[config.mk]
export PLATFORM = sky130hd
export DESIGN_NAME = unsigned_to_ascii_radix_core
export DESIGN_NICKNAME = d
export VERILOG_FILES = /design/src/hdl/u2a_pkg.sv /design/src/hdl/u2a_ctrl.sv /design/src/hdl/u2a_dpath.sv /design/src/hdl/unsigned_to_ascii_radix_core.sv
export SDC_FILE = /design/constraint.sdc
export NUM_CORES = 1
export LEC_CHECK = 0
export ABC_CLOCK_PERIOD_IN_PS = 11250
export BUFFER_PORTS_ARGS = -buffer_cell sky130_fd_sc_hd__buf_2
export CORE_MARGIN = 2
export CORE_UTILIZATION = 40
export CTS_CLUSTER_DIAMETER = 120
export DETAILED_ROUTE_END_ITERATION = 12
export GPL_TIMING_DRIVEN = 1
export HOLD_SLACK_MARGIN = 0.06
export RECOVER_POWER = 25
export SLEW_MARGIN = 40
export SYNTH_ARGS = -nofsm -noshare
export SYNTH_HDL_FRONTEND = slang
export SYNTH_SLANG_ARGS = --single-unit
export TNS_END_PERCENT = 10
[constraint.sdc]
create_clock -name clk -period 11.25 [get_ports clk]
set_input_delay 0 -clock clk [delete_from_list [all_inputs] [get_ports clk]]
set_output_delay 0 -clock clk [all_outputs]
set_load 0.02 [all_outputs]
[src/hdl/u2a_pkg.sv]
// Shared types and constants for the unsigned-to-ASCII radix converter.
// Depends on nothing; used by every module in hdl/.
package u2a_pkg;

	localparam int VALUE_BITS_DEF = 32;
	localparam int VALUE_W        = 32;
	localparam int BASE_W         = 5;
	localparam int CHAR_W         = 7;
	localparam int COUNT_W        = 6;
	localparam int DIGIT_W        = 4;
	localparam int STEP_BITS      = 8;   // quotient bits resolved per divide cycle

	localparam logic [BASE_W-1:0]  BASE_MIN  = 5'd2;
	localparam logic [BASE_W-1:0]  BASE_MAX  = 5'd16;
	localparam logic [DIGIT_W-1:0] DIGIT_TEN = 4'd10;
	localparam logic [CHAR_W-1:0]  CHAR_ZERO = 7'h30;
	localparam logic [CHAR_W-1:0]  CHAR_A    = 7'h61;

	typedef struct packed {
		logic [VALUE_W-1:0] value;
		logic [BASE_W-1:0]  base;
	} req_item_t;

	typedef struct packed {
		logic [CHAR_W-1:0]  character;
		logic               is_last;
		logic [COUNT_W-1:0] digit_count;
	} chr_item_t;

	typedef enum logic [1:0] {
		ST_IDLE,
		ST_DIVIDE,
		ST_EMIT
	} state_t;

	typedef struct packed {
		logic load;
		logic step;
		logic pop;
	} dp_cmd_t;

	typedef struct packed {
		logic digit_done;
		logic quo_zero;
		logic last_digit;
	} dp_status_t;

	function automatic logic [CHAR_W-1:0] digit_char(input logic [DIGIT_W-1:0] d);
		logic [CHAR_W-1:0] c;
		if (d >= DIGIT_TEN) begin
			c = CHAR_A + CHAR_W'(d - DIGIT_TEN);
		end else begin
			c = CHAR_ZERO + CHAR_W'(d);
		end
		return c;
	endfunction

endpackage

[src/hdl/u2a_ctrl.sv]
// Sequencer for the converter: load, divide digit by digit, then emit.
// Depends on u2a_pkg; drives the datapath through dp_cmd_t.
module u2a_ctrl (
	input  logic                clk,
	input  logic                arst_n,
	input  logic                req_valid,
	output logic                req_stall,
	output logic                chr_valid,
	input  logic                chr_stall,
	output u2a_pkg::dp_cmd_t    cmd,
	input  u2a_pkg::dp_status_t status
);
	import u2a_pkg::*;

	state_t state_q, state_nxt;
	logic   chr_valid_q;

	always_comb begin
		state_nxt = state_q;
		case (state_q)
			ST_IDLE: begin
				if (req_valid) begin
					state_nxt = ST_DIVIDE;
				end
			end
			ST_DIVIDE: begin
				if (status.digit_done && status.quo_zero) begin
					state_nxt = ST_EMIT;
				end
			end
			ST_EMIT: begin
				if (cmd.pop && status.last_digit) begin
					state_nxt = ST_IDLE;
				end
			end
			default: state_nxt = ST_IDLE;
		endcase
	end

	always_comb begin
		cmd       = '0;
		req_stall = 1'b1;
		case (state_q)
			ST_IDLE: begin
				req_stall = 1'b0;
				cmd.load  = req_valid;
			end
			ST_DIVIDE: begin
				cmd.step = 1'b1;
			end
			ST_EMIT: begin
				// refill the output register when it is empty or being taken
				cmd.pop = !chr_valid_q || !chr_stall;
			end
			default: begin
				req_stall = 1'b1;
			end
		endcase
	end

	always_ff @(posedge clk or negedge arst_n) begin
		if (!arst_n) begin
			state_q     <= ST_IDLE;
			chr_valid_q <= 1'b0;
		end else begin
			state_q <= state_nxt;
			if (cmd.pop) begin
				chr_valid_q <= 1'b1;
			end else if (!chr_stall) begin
				chr_valid_q <= 1'b0;
			end
		end
	end

	assign chr_valid = chr_valid_q;

endmodule

[src/hdl/u2a_dpath.sv]
// Datapath: shift-subtract divider, digit stack and output register.
// Depends on u2a_pkg; commanded by u2a_ctrl.
module u2a_dpath #(
	parameter int VALUE_BITS = u2a_pkg::VALUE_BITS_DEF
) (
	input  logic                clk,
	input  logic                arst_n,
	input  u2a_pkg::req_item_t  req,
	input  u2a_pkg::dp_cmd_t    cmd,
	output u2a_pkg::dp_status_t status,
	output u2a_pkg::chr_item_t  chr
);
	import u2a_pkg::*;

	localparam int NUM_W = (VALUE_BITS < VALUE_W) ? VALUE_BITS : VALUE_W;
	localparam int STEPS = (NUM_W + STEP_BITS - 1) / STEP_BITS;
	localparam int DIV_W = STEPS * STEP_BITS;
	localparam int BC_W  = (STEPS > 1) ? $clog2(STEPS) : 1;
	localparam int DEPTH = NUM_W;   // base 2 gives one digit per bit
	localparam logic [BC_W-1:0] BC_LAST = BC_W'(STEPS - 1);

	logic [DIV_W-1:0]   work_q, work_nxt;
	logic [DIGIT_W-1:0] rem_q;
	logic [DIGIT_W:0]   rem_nxt;
	logic [BASE_W-1:0]  base_q, base_clamp;
	logic [BC_W-1:0]    bcnt_q;
	logic [COUNT_W-1:0] count_q, depth_q;
	logic [DIGIT_W-1:0] stack_q [DEPTH];
	chr_item_t          chr_q;
	logic               digit_done;

	always_comb begin
		if (req.base < BASE_MIN) begin
			base_clamp = BASE_MIN;
		end else if (req.base > BASE_MAX) begin
			base_clamp = BASE_MAX;
		end else begin
			base_clamp = req.base;
		end
	end

	// STEP_BITS restoring division steps on a narrow remainder
	always_comb begin
		logic [DIV_W-1:0] w;
		logic [DIGIT_W:0] r;
		w = work_q;
		r = {1'b0, rem_q};
		for (int i = 0; i < STEP_BITS; i++) begin
			r = {r[DIGIT_W-1:0], w[DIV_W-1]};
			w = {w[DIV_W-2:0], 1'b0};
			if (r >= base_q) begin
				r    = r - base_q;
				w[0] = 1'b1;
			end
		end
		work_nxt = w;
		rem_nxt  = r;
	end

	assign digit_done        = cmd.step && (bcnt_q == BC_LAST);
	assign status.digit_done = digit_done;
	assign status.quo_zero   = (work_nxt == '0);
	assign status.last_digit = (depth_q == COUNT_W'(1));

	always_ff @(posedge clk or negedge arst_n) begin
		if (!arst_n) begin
			bcnt_q  <= '0;
			count_q <= '0;
			depth_q <= '0;
		end else begin
			if (cmd.load) begin
				bcnt_q  <= '0;
				count_q <= '0;
				depth_q <= '0;
			end else if (digit_done) begin
				bcnt_q  <= '0;
				count_q <= count_q + COUNT_W'(1);
				depth_q <= depth_q + COUNT_W'(1);
			end else if (cmd.step) begin
				bcnt_q <= bcnt_q + BC_W'(1);
			end else if (cmd.pop) begin
				depth_q <= depth_q - COUNT_W'(1);
			end
		end
	end

	always_ff @(posedge clk) begin
		if (cmd.load) begin
			work_q <= DIV_W'(req.value[NUM_W-1:0]);
			rem_q  <= '0;
			base_q <= base_clamp;
		end else if (digit_done) begin
			work_q <= work_nxt;
			rem_q  <= '0;
		end else if (cmd.step) begin
			work_q <= work_nxt;
			rem_q  <= rem_nxt[DIGIT_W-1:0];
		end
	end

	// digits come out least significant first; the stack reverses them
	always_ff @(posedge clk) begin
		if (digit_done) begin
			stack_q[0] <= rem_nxt[DIGIT_W-1:0];
			for (int i = 1; i < DEPTH; i++) begin
				stack_q[i] <= stack_q[i-1];
			end
		end else if (cmd.pop) begin
			for (int i = 0; i < DEPTH - 1; i++) begin
				stack_q[i] <= stack_q[i+1];
			end
		end
	end

	always_ff @(posedge clk) begin
		if (cmd.pop) begin
			chr_q.character   <= digit_char(stack_q[0]);
			chr_q.is_last     <= status.last_digit;
			chr_q.digit_count <= count_q;
		end
	end

	assign chr = chr_q;

endmodule

[src/hdl/unsigned_to_ascii_radix_core.sv]
// Channel | Dir | Handshake             | Payload
// req     | in  | req_valid / req_stall | value, base  (req_item_t)
// chr     | out | chr_valid / chr_stall | character, is_last, digit_count  (chr_item_t)
//
// Each request is loaded, divided digit by digit by the 8-bit-per-cycle shift-subtract divider,
// then emitted most significant digit first.
// One request is in work at a time; the next is taken while the last character waits.
// arst_n clears the sequencer and the output valid; payload registers are not reset.
// A stalled chr channel holds its character and pauses the emit phase.
// Depends on u2a_pkg, u2a_ctrl and u2a_dpath.
module unsigned_to_ascii_radix_core #(
	parameter int VALUE_BITS = u2a_pkg::VALUE_BITS_DEF
) (
	input  logic               clk,
	input  logic               arst_n,
	input  logic               req_valid,
	output logic               req_stall,
	input  u2a_pkg::req_item_t req,
	output logic               chr_valid,
	input  logic               chr_stall,
	output u2a_pkg::chr_item_t chr
);
	import u2a_pkg::*;

	dp_cmd_t    cmd;
	dp_status_t status;

	u2a_ctrl u_ctrl (
		.clk       (clk),
		.arst_n    (arst_n),
		.req_valid (req_valid),
		.req_stall (req_stall),
		.chr_valid (chr_valid),
		.chr_stall (chr_stall),
		.cmd       (cmd),
		.status    (status)
	);

	u2a_dpath #(
		.VALUE_BITS (VALUE_BITS)
	) u_dpath (
		.clk    (clk),
		.arst_n (arst_n),
		.req    (req),
		.cmd    (cmd),
		.status (status),
		.chr    (chr)
	);

endmodule

==> summary.txt <==
Status
  – Status: finished, violations left
  – Failing checks: capacitance limit, slew limit

Worst setup path
  – CP Depth: 48
  – Worst r2r dst: u_dpath.stack_q[0][3]
  – Crit path required time: 11530 ps
  – CP startpoint kind: flop
  – Critical Path Max Stage Delay: 480 ps
  – Reg-to-reg slack, setup: 730 ps
  – Worst Path Arrival: 10800 ps
  – Top cell by count, worst path: ha_1
  – CP max-delay cell: or3b_2
  – R2R depth: 48
  – Critical path's top delay family: compound AO/OA/AOI/OAI gates
  – Maximum fanout along the worst path: 11
  – Launch point of the worst path: u_dpath.base_q[2]
  – Worst Setup EP: u_dpath.stack_q[0][3]
  – Crit path buf inv count: 6
  – Crit path kind: flop to flop
  – Worst reg2reg path startpoint: u_dpath.base_q[2]
  – Crit. End Element: flop

Global route
  – Initial antenna violation count: 0
  – First-pass GRT wire length: 35700 um
  – Tot GR Track Use: 16.7%
  – Vias in the first global route: 7250
  – Largest net degree at the start of global routing: 90
  – GRT overflow: 0

Finish
  – Share of layout cells above drive strength 1: 9.75%
  – Nets: 1265
  – # fillers: 2348
  – Area Growth Syn to Fin: 17.3%
  – Ant diodes: 0

Timing
  – Period minus WS final: 10520 ps
  – Hold WS: 88.3 ps
  – Fmax: 95.1 MHz
  – Tcrit/Tclk final: 93.5%
  – Final Max Slew Viols: 107
  – Worst slew margin: -20.2%
  – Worst Max-Slew Pin Slew: 1800 ps
  – # setup viols final: 0
  – Clock skew: 23.9 ps
  – Final Hold Fails: 0

Synthesis
  – Synth warn: 0
  – Post-synth EDFFs: 179
  – Synth Instances: 1064
  – Post-Synthesis Cell Area: 10400 um2
  – Syn Area/Cell: 9.75 um2
  – Post-Syn Nets: 1163
  – Yosys reg bits: 200
  – Sequential area share after synthesis: 56.7%
  – Post-synth top flop: edfxtp_1
  – Async S/R FF share, synth: 8.50%
  – Synth unique cells: 59

Job
  – Max-cap viol count: 3

Floorplanning
  – Core Region: 25300 um2
  – Die Wd: 165 um
  – Die Y: 165 um
  – Row count: 58
  – Die area: 27200 um2
  – Top-Level Pins: 57
  – Starting Density: 41.0%

Placement
  – Port Buf Inserts: 56
  – Detailed placement HPWL: 13700 um
  – Final GP Congestion: 0.832

Clocking
  – CTS buffer count: 17
  – Worst skew pair latency: 440 ps
  – CTS root buf: clkbuf_16
  – CTS tree: done
  – CTS clk-pin slew, worst paths: 80 ps
  – H-tree levels: 4
  – # clock sinks: 200
  – Clock Path Buffers: 2

Routing
  – Vias per cell: 4.96
  – Drt pass-1 iters: 5
  – # DRC: 0
  – Antenna viol nets, final: 0
  – WL final: 21400 um
  – DRT iter0 DRCs: 539
  – Routed WL per cell: 14.2 um
  – Via count: 7492

Min path
  – Hold crit path type: input pin to flop
[synth_stat cells (6+ instances only)]
master	count	area [um2]
edfxtp_1	179	5380
clkbuf_1	29	109
nand2b_1	9	56.3
xor2_1	11	96.3
mux2i_1	10	100
nor4_1	8	50.1
a21o_1	15	113
nor2b_1	9	56.3
a21oi_1	31	155
nor2_1	50	188
buf_2	6	30.0
inv_1	37	139
fa_1	8	160
dfrtp_1	17	425
a31oi_1	10	62.6
o21ai_0	21	105
nand3_1	8	40.0
ha_1	50	626
nand2_1	471	1770
xnor2_1	17	149
[metal layers]
layer  vias up  GRT usage [%]  wire (um)
met5         -              0          0
met2       151           24.9       9260
met3        21           2.94        730
met4         0           4.98        386
li1       3784              -          -
met1      3536           24.7      11100
[through the flow]
step                      util (%)  std cells  setup WS [ps]  TNS, ps  cell area, um2
after global routing          48.0       1509          -12.6    -12.6           12200
after global placement        43.6       1427            659        0           11000
after detailed placement      43.6       1427            353        0           11000
final                         48.0       1509            734        0           12200
after CTS                     47.8       1502            327        0           12100
after floorplan                  -       1064            665        0           10400
[cells by family after synthesis]
family,after synthesis,share of synthesized area [%]
flops,200,56.7
compound gates,102,6.19
fa+ha+maj,58,7.58
simple gates,580,22.5
mux,16,1.69
buf+inv,80,3.02
xor+xnor,28,2.36
[flip-flops by register name, indices dropped and copies added, names as in the netlist]
register	count
u_ctrl.chr_valid	1
u_ctrl.state_q	2
u_dpath.base_q	5
u_dpath.bcnt_q	2
u_dpath.chr	14
u_dpath.count_q	6
u_dpath.depth_q	6
u_dpath.rem_q	4
u_dpath.stack_q	128
u_dpath.work_q	32
[placed cells by master, fill, tap and decap left out, types with 9 or more instances in the layout]
cell | Yosys | layout
a21o_1 | 15 | 15
a21oi_1 | 31 | 31
a31oi_1 | 10 | 9
buf_2 | 6 | 37
buf_4 | 1 | 19
clkbuf_1 | 29 | 23
clkbuf_16 | 0 | 17
dfrtp_1 | 17 | 17
dlygate4sd3_1 | 0 | 42
edfxtp_1 | 179 | 179
ha_1 | 50 | 50
inv_1 | 37 | 37
nand2_1 | 471 | 470
nor2_1 | 50 | 49
nor2b_1 | 9 | 9
o21ai_0 | 21 | 17
xnor2_1 | 17 | 17
xor2_1 | 11 | 11
[worst min-delay path: stages]
cell	delay (ps)
buf_2	110
mux2i_1	80
nor2_1	210
a21oi_1	60
[final cells by class]
class	instances	area, um2	area share (%)
timing repair buffer	123	857	7.05
clock buffer	17	425	3.50
multi-input combinational	784	4230	34.8
sequential	200	5880	48.3
tap	330	413	3.39
clock inverter	15	201	1.66
inverter	40	155	1.28
[how the worst min path moves through the flow]
stage,start,to,slack (ps),depth (start not counted)
CTS,req_valid,u_dpath.rem_q[0],70,4
floorplan,arst_n,u_ctrl.chr_valid,-300,0
global placement,arst_n,u_ctrl.chr_valid,-30,1
finish,req_valid,u_dpath.rem_q[0],90,4
global route,req_valid,u_dpath.rem_q[0],80,4
detailed placement,arst_n,u_ctrl.chr_valid,-20,1
[repair_timing]
| action | CTS | global route |
|---|---|---|
| resized for setup | 0 | 11 |
| setup buffers | 0 | 7 |
| hold buffers | 43 | 0 |
| endpoints found under the hold margin | 56 | 0 |
| endpoints found under the setup margin | 0 | 11 |
Power is not shown: default switching activity piles up to over one toggle a cycle in this logic, so the estimate is an artifact.
